## src/sv/trcs_pkg.sv

```systemverilog
// Shared types and sizing constants for the rectangle clip and panel split block.
package trcs_pkg;

    // Defaults of the top-level parameters
    localparam int DEF_PANELS        = 4;
    localparam int DEF_PANEL_WIDTH   = 172;
    localparam int DEF_CANVAS_HEIGHT = 320;

    // Upper ends of the parameter ranges; the job record is sized for them
    localparam int MAX_PANELS      = 16;
    localparam int MAX_PANEL_WIDTH = 1024;
    localparam int MAX_CANVAS_H    = 1024;

    // Most parts one command can give
    localparam int MAX_PARTS = 4;
    localparam int CNT_W     = $clog2(MAX_PARTS);

    // Job record field widths
    localparam int J_IDX_W = $clog2(MAX_PANELS);
    localparam int J_LOC_W = $clog2(MAX_PANEL_WIDTH);
    localparam int J_X_W   = $clog2(MAX_PANELS * MAX_PANEL_WIDTH + 1);
    localparam int J_Y_W   = $clog2(MAX_CANVAS_H);
    localparam int J_H_W   = $clog2(MAX_CANVAS_H + 1);

    // Depth of the queue between front and back
    localparam int QUEUE_DEPTH = 2;

    // Incoming fill-rectangle request
    typedef struct packed {
        logic signed [15:0] pos_x;
        logic signed [15:0] pos_y;
        logic signed [15:0] rect_width;
        logic signed [15:0] rect_height;
        logic        [15:0] fill_colour;
    } t_req;

    // One part handed to a panel
    typedef struct packed {
        logic [1:0]  panel;
        logic [7:0]  local_x;
        logic [8:0]  out_y;
        logic [7:0]  part_width;
        logic [8:0]  part_height;
        logic [15:0] out_colour;
        logic        last_part;
    } t_part;

    // Clipped rectangle with its first panel resolved
    typedef struct packed {
        logic [J_IDX_W-1:0] idx;
        logic [J_LOC_W-1:0] loc;
        logic [J_X_W-1:0]   width;
        logic [J_Y_W-1:0]   top;
        logic [J_H_W-1:0]   height;
        logic [15:0]        colour;
    } t_job;

endpackage

```

## src/sv/trcs_front.sv

```systemverilog
// Front end: takes requests, rejects or clips them, finds the first panel.
module trcs_front import trcs_pkg::*; #(
    parameter int PANELS        = DEF_PANELS,
    parameter int PANEL_WIDTH   = DEF_PANEL_WIDTH,
    parameter int CANVAS_HEIGHT = DEF_CANVAS_HEIGHT
) (
    input  logic i_clk,
    input  logic i_rst_n,
    input  logic start,
    input  t_req i_req,
    output logic busy,
    input  logic i_q_full,
    output logic o_push,
    output t_job o_job
);

    localparam logic signed [17:0] TW_S = 18'(PANELS * PANEL_WIDTH);
    localparam logic signed [17:0] TH_S = 18'(CANVAS_HEIGHT);

    logic               r_valid;
    logic               n_valid;
    logic [J_X_W-1:0]   r_x;
    logic [J_X_W-1:0]   r_w;
    logic [J_Y_W-1:0]   r_y;
    logic [J_H_W-1:0]   r_h;
    logic [15:0]        r_col;

    logic               accept;
    logic signed [17:0] sx, sy, sw, sh;
    logic signed [17:0] far_x, far_y;
    logic signed [17:0] left, right, top, bottom;
    logic signed [17:0] clip_w, clip_h;
    logic               reject;
    logic [J_IDX_W-1:0] idx;
    logic [J_X_W-1:0]   base;

    assign busy   = r_valid & i_q_full;
    assign accept = start & ~busy;
    assign o_push = r_valid & ~i_q_full;

    // Reject test and clip to the canvas, full precision
    always_comb begin
        sx     = 18'(i_req.pos_x);
        sy     = 18'(i_req.pos_y);
        sw     = 18'(i_req.rect_width);
        sh     = 18'(i_req.rect_height);
        far_x  = sx + sw;
        far_y  = sy + sh;
        reject = (sw <= 18'sd0) || (sh <= 18'sd0) || (sx >= TW_S) || (sy >= TH_S)
                 || (far_x <= 18'sd0) || (far_y <= 18'sd0);
        left   = (sx < 18'sd0) ? 18'sd0 : sx;
        top    = (sy < 18'sd0) ? 18'sd0 : sy;
        right  = (far_x > TW_S) ? TW_S : far_x;
        bottom = (far_y > TH_S) ? TH_S : far_y;
        clip_w = right - left;
        clip_h = bottom - top;
    end

    // Stage valid: held while the queue is full
    always_comb begin
        n_valid = r_valid;
        if (o_push) begin
            n_valid = 1'b0;
        end
        if (accept) begin
            n_valid = ~reject;
        end
    end

    always_ff @(posedge i_clk) begin
        if (!i_rst_n) begin
            r_valid <= 1'b0;
        end else begin
            r_valid <= n_valid;
        end
    end

    // Clipped rectangle register, no reset needed
    always_ff @(posedge i_clk) begin
        if (accept) begin
            r_x   <= J_X_W'(left);
            r_w   <= J_X_W'(clip_w);
            r_y   <= J_Y_W'(top);
            r_h   <= J_H_W'(clip_h);
            r_col <= i_req.fill_colour;
        end
    end

    // First panel: count panel edges at or left of x
    always_comb begin
        idx  = '0;
        base = '0;
        for (int k = 1; k < PANELS; k++) begin
            if (r_x >= J_X_W'(k * PANEL_WIDTH)) begin
                idx  = J_IDX_W'(k);
                base = J_X_W'(k * PANEL_WIDTH);
            end
        end
    end

    always_comb begin
        o_job.idx    = idx;
        o_job.loc    = J_LOC_W'(r_x - base);
        o_job.width  = r_w;
        o_job.top    = r_y;
        o_job.height = r_h;
        o_job.colour = r_col;
    end

endmodule

```

## src/sv/trcs_queue.sv

```systemverilog
// Small show-ahead queue of clipped jobs between front and back.
module trcs_queue import trcs_pkg::*; (
    input  logic i_clk,
    input  logic i_rst_n,
    input  logic i_push,
    input  t_job i_job,
    input  logic i_pop,
    output logic o_empty,
    output logic o_full,
    output t_job o_job
);

    localparam int PTR_W = $clog2(QUEUE_DEPTH);
    localparam int FILL_W = $clog2(QUEUE_DEPTH + 1);

    t_job              r_slot [QUEUE_DEPTH];
    logic [PTR_W-1:0]  r_wptr, r_rptr;
    logic [FILL_W-1:0] r_fill;
    logic              do_push, do_pop;

    assign o_empty = (r_fill == '0);
    assign o_full  = (r_fill == FILL_W'(QUEUE_DEPTH));
    assign do_push = i_push & ~o_full;
    assign do_pop  = i_pop & ~o_empty;
    assign o_job   = r_slot[r_rptr];

    // Pointers and fill level
    always_ff @(posedge i_clk) begin
        if (!i_rst_n) begin
            r_wptr <= '0;
            r_rptr <= '0;
            r_fill <= '0;
        end else begin
            if (do_push) begin
                r_wptr <= (r_wptr == PTR_W'(QUEUE_DEPTH - 1)) ? '0 : r_wptr + 1'b1;
            end
            if (do_pop) begin
                r_rptr <= (r_rptr == PTR_W'(QUEUE_DEPTH - 1)) ? '0 : r_rptr + 1'b1;
            end
            if (do_push && !do_pop) begin
                r_fill <= r_fill + 1'b1;
            end else if (do_pop && !do_push) begin
                r_fill <= r_fill - 1'b1;
            end
        end
    end

    // Storage
    always_ff @(posedge i_clk) begin
        if (do_push) begin
            r_slot[r_wptr] <= i_job;
        end
    end

endmodule

```

## src/sv/trcs_back.sv

```systemverilog
// Back end: cuts a clipped job at panel edges, one part per cycle.
module trcs_back import trcs_pkg::*; #(
    parameter int PANELS      = DEF_PANELS,
    parameter int PANEL_WIDTH = DEF_PANEL_WIDTH
) (
    input  logic  i_clk,
    input  logic  i_rst_n,
    input  logic  i_q_empty,
    input  t_job  i_job,
    output logic  o_pop,
    output logic  o_strobe,
    output t_part o_part
);

    localparam int PART_LIM = (PANELS < MAX_PARTS) ? PANELS : MAX_PARTS;

    logic               r_active;
    logic [J_IDX_W-1:0] r_idx;
    logic [J_LOC_W-1:0] r_loc;
    logic [J_X_W-1:0]   r_rem;
    logic [J_Y_W-1:0]   r_y;
    logic [J_H_W-1:0]   r_h;
    logic [15:0]        r_col;
    logic [CNT_W-1:0]   r_cnt;

    logic [J_X_W-1:0]   avail;
    logic [J_X_W-1:0]   part;
    logic [J_X_W-1:0]   rem_next;
    logic               last;
    logic               load;

    // Current part: what is left or the rest of this panel
    always_comb begin
        avail    = J_X_W'(PANEL_WIDTH) - J_X_W'(r_loc);
        part     = (r_rem < avail) ? r_rem : avail;
        rem_next = r_rem - part;
        last     = (rem_next == '0) || (r_cnt == CNT_W'(PART_LIM - 1));
    end

    assign o_pop = ~i_q_empty & (~r_active | last);
    assign load  = o_pop;

    // Sequencer control
    always_ff @(posedge i_clk) begin
        if (!i_rst_n) begin
            r_active <= 1'b0;
            r_cnt    <= '0;
        end else begin
            if (load) begin
                r_active <= 1'b1;
                r_cnt    <= '0;
            end else if (r_active) begin
                r_active <= ~last;
                r_cnt    <= r_cnt + 1'b1;
            end
        end
    end

    // Job registers: load a new job or step to the next panel
    always_ff @(posedge i_clk) begin
        if (load) begin
            r_idx <= i_job.idx;
            r_loc <= i_job.loc;
            r_rem <= i_job.width;
            r_y   <= i_job.top;
            r_h   <= i_job.height;
            r_col <= i_job.colour;
        end else if (r_active) begin
            r_idx <= r_idx + 1'b1;
            r_loc <= '0;
            r_rem <= rem_next;
        end
    end

    assign o_strobe = r_active;

    always_comb begin
        o_part.panel       = r_idx[1:0];
        o_part.local_x     = r_loc[7:0];
        o_part.out_y       = r_y[8:0];
        o_part.part_width  = part[7:0];
        o_part.part_height = r_h[8:0];
        o_part.out_colour  = r_col;
        o_part.last_part   = last;
    end

endmodule

```

## src/sv/tiled_rect_clip_split.sv

```systemverilog
// Top level of the fill-rectangle clipper and panel splitter.
//
//  channel   | handshake             | payload
//  ----------+-----------------------+------------------------------
//  request   | start in, busy out    | i_req  (t_req)
//  part      | o_strobe out          | o_part (t_part), one cycle each
//
//  A request is taken when start is high and busy is low. It is clipped and
//  registered, goes through a two-entry queue, and the splitter then gives one
//  part per cycle, so a command gives as many parts as the panels it covers
//  (1 to 4). Rejected requests give nothing. The first part reaches the outputs
//  through the clip register, the queue slot and the splitter's job registers.
//  busy rises only when the queue and the clip stage are both full; the part
//  outputs are never held off. Reset is synchronous and empties every stage.
module tiled_rect_clip_split import trcs_pkg::*; #(
    parameter int PANELS        = DEF_PANELS,
    parameter int PANEL_WIDTH   = DEF_PANEL_WIDTH,
    parameter int CANVAS_HEIGHT = DEF_CANVAS_HEIGHT
) (
    input  logic  i_clk,
    input  logic  i_rst_n,
    input  logic  start,
    input  t_req  i_req,
    output logic  busy,
    output logic  o_strobe,
    output t_part o_part
);

    logic q_full, q_empty, push, pop;
    t_job front_job, back_job;

    // Accept, reject and clip
    trcs_front #(
        .PANELS        (PANELS),
        .PANEL_WIDTH   (PANEL_WIDTH),
        .CANVAS_HEIGHT (CANVAS_HEIGHT)
    ) u_front (
        .i_clk    (i_clk),
        .i_rst_n  (i_rst_n),
        .start    (start),
        .i_req    (i_req),
        .busy     (busy),
        .i_q_full (q_full),
        .o_push   (push),
        .o_job    (front_job)
    );

    // Decoupling queue
    trcs_queue u_queue (
        .i_clk   (i_clk),
        .i_rst_n (i_rst_n),
        .i_push  (push),
        .i_job   (front_job),
        .i_pop   (pop),
        .o_empty (q_empty),
        .o_full  (q_full),
        .o_job   (back_job)
    );

    // Panel split
    trcs_back #(
        .PANELS      (PANELS),
        .PANEL_WIDTH (PANEL_WIDTH)
    ) u_back (
        .i_clk     (i_clk),
        .i_rst_n   (i_rst_n),
        .i_q_empty (q_empty),
        .i_job     (back_job),
        .o_pop     (pop),
        .o_strobe  (o_strobe),
        .o_part    (o_part)
    );

endmodule
```

## config.mk

```make
export PLATFORM = sky130hd
export DESIGN_NAME = tiled_rect_clip_split
export DESIGN_NICKNAME = d
export VERILOG_FILES = /design/src/sv/trcs_pkg.sv /design/src/sv/trcs_front.sv /design/src/sv/trcs_queue.sv /design/src/sv/trcs_back.sv /design/src/sv/tiled_rect_clip_split.sv
export SDC_FILE = /design/constraint.sdc
export NUM_CORES = 1
export LEC_CHECK = 0
export ABC_CLOCK_PERIOD_IN_PS = 11000
export BUFFER_PORTS_ARGS = -buffer_cell sky130_fd_sc_hd__buf_2
export CAP_MARGIN = 10
export CORE_ASPECT_RATIO = 1.4
export CORE_MARGIN = 2
export CORE_UTILIZATION = 60
export DETAILED_ROUTE_END_ITERATION = 12
export GPL_TIMING_DRIVEN = 1
export MAX_ROUTING_LAYER = met4
export PLACE_DENSITY = 0.86
export SETUP_SLACK_MARGIN = 0.15
export SKIP_CTS_REPAIR_TIMING = 1
export SLEW_MARGIN = 25
export SYNTH_ARGS = -nofsm -noshare
export SYNTH_HDL_FRONTEND = slang
export SYNTH_HIERARCHICAL = 1
export SYNTH_SLANG_ARGS = --single-unit
```

## constraint.sdc

```tcl
create_clock -name i_clk -period 11 [get_ports i_clk]
set_clock_uncertainty 0.2 [all_clocks]
set_input_delay 2.2 -clock i_clk [delete_from_list [all_inputs] [get_ports i_clk]]
set_output_delay 2.2 -clock i_clk [all_outputs]
set_load 0.02 [all_outputs]
```

==> results of run 1 <==
-- path summary, 6_finish.rpt --
path | startpoint | cells after the start | end | slack, ns
max reg2reg | u_back/r_loc[0] | 30 | u_queue/r_fill[1] | 3.46
min reg2reg | u_front/r_w[14] | 0 | u_queue/r_slot[0][51] | 0.24
min | u_front/r_w[14] | 0 | u_queue/r_slot[0][51] | 0.24
max | u_back/r_loc[0] | 25 | o_part[0] | 2.16
-- per-layer routing --
| layer | vias up | global-route usage (%) | share of wire [%] |
|---|---|---|---|
| met5 | - | - | 0 |
| met3 | 69 | 2.20 | 4.0 |
| met2 | 260 | 39.6 | 52 |
| met4 | 0 | 8.87 | 3.5 |
| li1 | 4705 | - | - |
| met1 | 4551 | 27.3 | 41 |
-- layout make-up --
class	instances	area (um^2)
Sequential cell	256	7600
Fill cell	1648	7410
Multi-Input combinational cell	802	6140
Timing Repair Buffer	144	751
Clock buffer	30	621
Tap cell	306	383
Inverter	91	342
Clock inverter	10	120
-- placed cells by master, fill, tap and decap left out, types with 5 or more instances in the layout --
master and count:
a211o_1 6, a211oi_1 9, a21boi_0 8, a21o_1 28
a21oi_1 61, a31o_2 6, a31oi_1 11, and2_1 9
and3_1 14, buf_2 137, buf_4 6, clkbuf_16 22
dfxtp_1 8, edfxtp_1 247, fa_1 6, ha_1 93
inv_1 90, mux2_1 37, mux2_2 26, nand2_1 41
nand2b_1 37, nand3_1 13, nand3b_1 5, nand4_1 11
nor2_1 73, nor2b_1 26, nor3_1 26, nor4_1 10
o211ai_1 9, o21a_1 14, o21ai_0 53, o21ai_1 7
o21bai_1 6, o31ai_1 8, or2_2 5, or3_1 7
xnor2_1 26, xor2_1 29
-- worst max-delay path: cells and delay by family (launching register included) --
kind,cells,cell delay (ns)
AOI/OAI and AO/OA,10,2.23
DFF,1,0.45
and+or+nand+nor,7,1.48
adders and majority gates,4,1.15
buffers and inverters,3,0.33
xor gates and xnor gates,1,0.28
-- registers in the layout (all words and copies together), names as in the netlist, 2 cells and up, named ones only --
signal,cells
u_back/r_cnt,2
u_front/r_x,15
u_queue/r_fill,2
u_queue/r_slot,122
u_back/r_col,16
u_front/r_y,9
u_back/r_h,9
u_front/r_h,9
u_back/r_loc,10
u_back/r_y,9
u_front/r_col,16
u_back/r_idx,2
u_front/r_w,15
u_back/r_rem,15
-- power by group --
group	internal [mW]	leakage, nW	switching (mW)
clock	0.445	0.362	0.322
combinational	0.155	3.67	0.214
sequential	1.13	2.36	0.0200
==> metrics.md, run 1 <==
| Metric | Value |
|---|---|
| Max stage delay on crit path | 0.54 ns |
| Antenna violations before repair | 0 |
| Hold Vio Cnt, Final | 0 |
| Setup repair after global routing missed its margin | no |
| Routed wirelength normalized by instance count | 17.0 um |
| Clock latency reported for the late side of the worst-skew pair | 0.51 ns |
| Layout-stage area growth over the synthesis result | 11.6% |
| Library cell used as clock root buffer | clkbuf_16 |
| Final Routed Wirelength | 27900 um |
| Largest vdd supply drop | 0.137 mV |
| Cell type of the slowest stage on the worst timing path | a211o_1 |
| Die H | 187 um |
| Detailed-route vias per instance | 5.85 |
| Max FO, Critical Path | 24 |
| Total Nets Final | 1499 |
| Post-CTS clock slew at the launch and capture registers of the worst setup and hold paths | 0.07 ns |
| Number of remaining DRC errors | 0 |
| Post-Synthesis Net Count | 1367 |
| Final worst path period need | 8.84 ns |
| Placeable core area | 23400 um^2 |
| Slew Viols, Final | 0 |
| Area of placed instances | 15200 um^2 |
| Worst Path Class, Setup | reg2out |
| Effective utilization at floorplan | 61.2% |
| DRC marker count from the first detailed-route iteration | 505 |
| GR Overflow Total | 0 |
| Setup Slack @ Placement | 2.82 ns |
| Highest attainable clock frequency | 0.113 GHz |
| Share of the core filled with cells in the final layout | 68.3% |
| Number of global-route vias before repair | 9555 |
| Total track usage | 22.8% |
| Critical path data required time | 8.60 ns |
| Chip Width | 134 um |
| Worst min-delay path class | reg2reg |
| Crit start category | flop |
| Post-Syn Area | 14300 um^2 |
| TritonRoute pass-1 iters | 4 |
| Share of post-route cells with drive strength above 1 | 18.0% |
| Routed vias | 9585 |
| Number of antenna diodes | 0 |
| Count of max-cap constraint violations | 0 |
| Remaining number of nets flagged by the antenna check after routing | 0 |
| # IOs | 138 |
| Worst-Margin Slew | 0.838 ns |
| Final worst hold slack | 0.244 ns |
| Post-Syn Area per Cell | 12.1 um^2 |
| Worst slew slack as a fraction of its limit | 44.2% |
| First-pass GRT wire length | 45500 um |
| Instance count of the mapped netlist | 1185 |
| Leakage component of the power | 6.39 nW |
| Worst-case setup margin in the final layout | 2.16 ns |
| Count of H-tree levels built during CTS | 1 |
| Pin count of the biggest net entering global routing | 65 |
| Sum Neg Setup Slack | 0 ns |
| Count of placed standard cells including taps | 1598 |
| Routability congestion estimate | 0.896 |
| Total Die Area | 25100 um^2 |
| Number of port buffers | 137 |
| Final critical-path share of the clock period | 80.4% |
| Non-filler instance count after layout | 1639 |
| Outcome | finished clean |
| Number of clock sinks seen by CTS | 256 |
| Clock tree from TritonCTS | done |
| PnR Total Power | 2.29 mW |
| Pwr dens | 143 nW/um^2 |
| HPWL after detailed placement | 20600 um |
| Setup Viol. Count Final | 0 |
| Total number of yosys warnings | 6 |
| Count of standard-cell rows | 66 |
| Worst setup EP type | primary output |
| Post-route design area | 16000 um^2 |
| Worst-case clock buffer depth | 3 |
| Worst Path Arrival | 6.44 ns |
| CTS buffer count | 22 |
Power figures use the tool's default switching activity.
==> run 2: changes to the inputs <==
--- a/config.mk
+++ b/config.mk
@@ -5,16 +5,17 @@
 export SDC_FILE = /design/constraint.sdc
 export NUM_CORES = 1
 export LEC_CHECK = 0
-export ABC_CLOCK_PERIOD_IN_PS = 11000
+export ABC_AREA = 1
+export ABC_CLOCK_PERIOD_IN_PS = 7400
 export BUFFER_PORTS_ARGS = -buffer_cell sky130_fd_sc_hd__buf_2
 export CAP_MARGIN = 10
 export CORE_ASPECT_RATIO = 1.4
 export CORE_MARGIN = 2
-export CORE_UTILIZATION = 60
+export CORE_UTILIZATION = 55
 export DETAILED_ROUTE_END_ITERATION = 12
 export GPL_TIMING_DRIVEN = 1
 export MAX_ROUTING_LAYER = met4
-export PLACE_DENSITY = 0.86
+export PLACE_DENSITY = 0.84
 export SETUP_SLACK_MARGIN = 0.15
 export SKIP_CTS_REPAIR_TIMING = 1
 export SLEW_MARGIN = 25
==> constraint.sdc (replaced) <==
create_clock -name i_clk -period 7.4 [get_ports i_clk]
set_clock_uncertainty 0.2 [all_clocks]
set_input_delay 1.48 -clock i_clk [delete_from_list [all_inputs] [get_ports i_clk]]
set_output_delay 1.48 -clock i_clk [all_outputs]
set_load 0.02 [all_outputs]
==> run 2 against run 1 <==
First-iteration DRC count grew 41%. Global-route usage shrank 0.62 points. Utilization shrank 6.2 points. Critical path depth grew 4. Synthesized cell count grew 27%. Cell area grew 4.0%. Cell count grew 24%. Die area grew 13%. Wire length grew 8.0%. Critical path type unchanged. Critical endpoint unchanged.
==> metrics.md, run 2 <==
| Metric | Value |
|---|---|
| GR Overflow Total | 0 (unchanged) |
| Most frequent CP cell | nand2_1 |
| Worst setup EP type | primary output (unchanged) |
| Max FO, Critical Path | 20 (was 24) |
| R2R depth | 39 (was 30) |
| Final Routed Wirelength | 30200 um (was 27900 um) |
| CTS buffer count | 21 (was 22) |
| Max stage delay on crit path | 0.44 ns (was 0.54 ns) |
| Antenna violations before repair | 1 (was 0) |
| Worst-Margin Slew | 0.841 ns (was 0.838 ns) |
| Biggest registers after layout | u_queue/r_slot x122, u_back/r_col x16, u_front/r_col x16 (unchanged) |
| # IOs | 138 (unchanged) |
| Number of remaining DRC errors | 0 (unchanged) |
| Final worst path period need | 6.69 ns |
| Worst-case clock buffer depth | 3 (unchanged) |
| DRC marker count from the first detailed-route iteration | 712 (was 505) |
| Hold depth | 0 (unchanged) |
| Number of clock sinks seen by CTS | 256 (unchanged) |
| Total track usage | 22.2% (was 22.8%) |
| Clock latency reported for the late side of the worst-skew pair | 0.51 ns (about the same) |
| Detailed-route vias per instance | 5.19 (was 5.85) |
| Post-CTS clock slew at the launch and capture registers of the worst setup and hold paths | 0.07 ns (about the same) |
| Clock tree from TritonCTS | done (unchanged) |
| HPWL after detailed placement | 23500 um (was 20600 um) |
| Number of global-route vias before repair | 10.6k (was 9555) |
| Sum Neg Setup Slack | 0 ns (unchanged) |
| PnR Total Power | 3.50 mW (was 2.29 mW) |
| Routability congestion estimate | 0.918 (was 0.896) |
| Routed wirelength normalized by instance count | 14.9 um (was 17.0 um) |
| Share of post-route cells with drive strength above 1 | 18.2% (was 18.0%) |
| Post-Syn Area per Cell | 9.84 um^2 (was 12.1 um^2) |
| Final critical-path share of the clock period | 90.3% |
| Post-Syn Area | 14800 um^2 (was 14300 um^2) |
| Largest vdd supply drop | 0.163 mV (was 0.137 mV) |
| Setup repair after global routing missed its margin | no (unchanged) |
| Total Die Area | 28300 um^2 (was 25100 um^2) |
| Share of the core filled with cells in the final layout | 62.1% (was 68.3%) |
| Post-route design area | 16600 um^2 (was 16000 um^2) |
| Pwr dens | 211 nW/um^2 (was 143 nW/um^2) |
| Library cell used as clock root buffer | clkbuf_16 (unchanged) |
| Worst Path Arrival | 5.01 ns (was 6.44 ns) |
| Most common cell after layout, fill and taps aside | nand2_1 (was edfxtp_1) |
| Cell type of the slowest stage on the worst timing path | fa_1 (was a211o_1) |
| Worst min-delay path class | reg2reg (unchanged) |
| Count of filler cells inserted in the layout | 2118 (was 1648) |
| Non-filler instance count after layout | 2028 (was 1639) |
| Number of port buffers | 137 (unchanged) |
| Layout-stage area growth over the synthesis result | 11.8% (was 11.6%) |
| Count of max-cap constraint violations | 0 (unchanged) |
| Count of placed standard cells including taps | 1988 (was 1598) |
| Count of buffer and inverter cells on the critical path | 6 (was 3) |
| Levels on crit path | 29 (was 25) |
| Total Nets Final | 1829 (was 1499) |
| Total number of yosys warnings | 6 (unchanged) |
| Highest attainable clock frequency | 0.150 GHz |
| Leakage component of the power | 7.40 nW (was 6.39 nW) |
| Crit start category | flop (unchanged) |
| Flip-flop count of the largest register after layout | 122 (unchanged) |
| Most frequent cells in the layout | nand2_1 (347), edfxtp_1 (247), inv_1 (229) (was edfxtp_1 (247), buf_2 (137), ha_1 (93)) |
| Largest register by flop count | u_queue/r_slot (unchanged) |
| Count of standard-cell rows | 71 (was 66) |
| Area of placed instances | 15800 um^2 (was 15200 um^2) |
| First-pass GRT wire length | 49000 um (was 45500 um) |
| Hold Vio Cnt, Final | 0 (unchanged) |
| Worst path top cell family by delay | simple AND/OR/NAND/NOR gates (was compound AO/OA/AOI/OAI gates) |
| Instance count of the mapped netlist | 1509 (was 1185) |
| Effective utilization at floorplan | 55.5% (was 61.2%) |
| Die H | 198 um (was 187 um) |
| Setup Viol. Count Final | 0 (unchanged) |
| TritonRoute pass-1 iters | 7 (was 4) |
| Count of H-tree levels built during CTS | 1 (unchanged) |
| Worst Path Class, Setup | reg2out (unchanged) |
| Worst slew slack as a fraction of its limit | 43.4% (was 44.2%) |
| Critical path data required time | 5.72 ns (was 8.60 ns) |
| Placeable core area | 26700 um^2 (was 23400 um^2) |
| Remaining number of nets flagged by the antenna check after routing | 0 (unchanged) |
| Routed vias | 10.5k (was 9585) |
| Outcome | finished clean (unchanged) |
| Post-Synthesis Net Count | 1691 (was 1367) |
| Pin count of the biggest net entering global routing | 65 (unchanged) |
| Slew Viols, Final | 0 (unchanged) |
| Chip Width | 143 um (was 134 um) |
==> run 2: cell type report <==
cell class	count	area, um^2	share of cell area [%]
inverters	241	907	5.47
repair buffers	143	751	4.52
well taps	365	457	2.75
flip-flops and latches	256	7600	45.8
multi-input cells	984	6140	37.0
diodes	1	2.50	0.0151
clock buffers	22	529	3.19
clock inverters	16	206	1.24
==> run 2: worst paths after layout <==
path                                      start               endpoint  slack [ns]
worst max-delay path            u_back/r_loc[0]              o_part[0]        0.71
worst min register to register   u_front/r_w[8]  u_queue/r_slot[1][45]        0.24
worst max register to register  u_back/r_loc[0]      u_queue/r_fill[1]        1.52
worst min-delay path             u_front/r_w[8]  u_queue/r_slot[1][45]        0.24
==> run 2: metal layers <==
layer  wire length [um]  vias up  GRT usage [%]
met1              11700     4843           24.1
met4               1350        0           10.8
met5                  0        -              -
met3               1050       84           1.90
li1                   -     5320              -
met2              16100      281           40.5
==> run 2: where the power goes <==
part / internal (mW) / leakage, nW / switching, mW
Combinational: 0.218 / 4.69 / 0.374
Clock: 0.697 / 0.355 / 0.478
Sequential: 1.70 / 2.35 / 0.0359
Total: 2.62 / 7.40 / 0.887
==> run 2: per-stage QoR <==
step | hold slack, ns | worst slack (ns)
CTS | 0.246 | 0.519
detailed placement | 0.231 | 1.07
finish | 0.244 | 0.715
global route | 0.255 | 0.176
global placement | 0.222 | 1.24
floorplan | 0.221 | 1.35
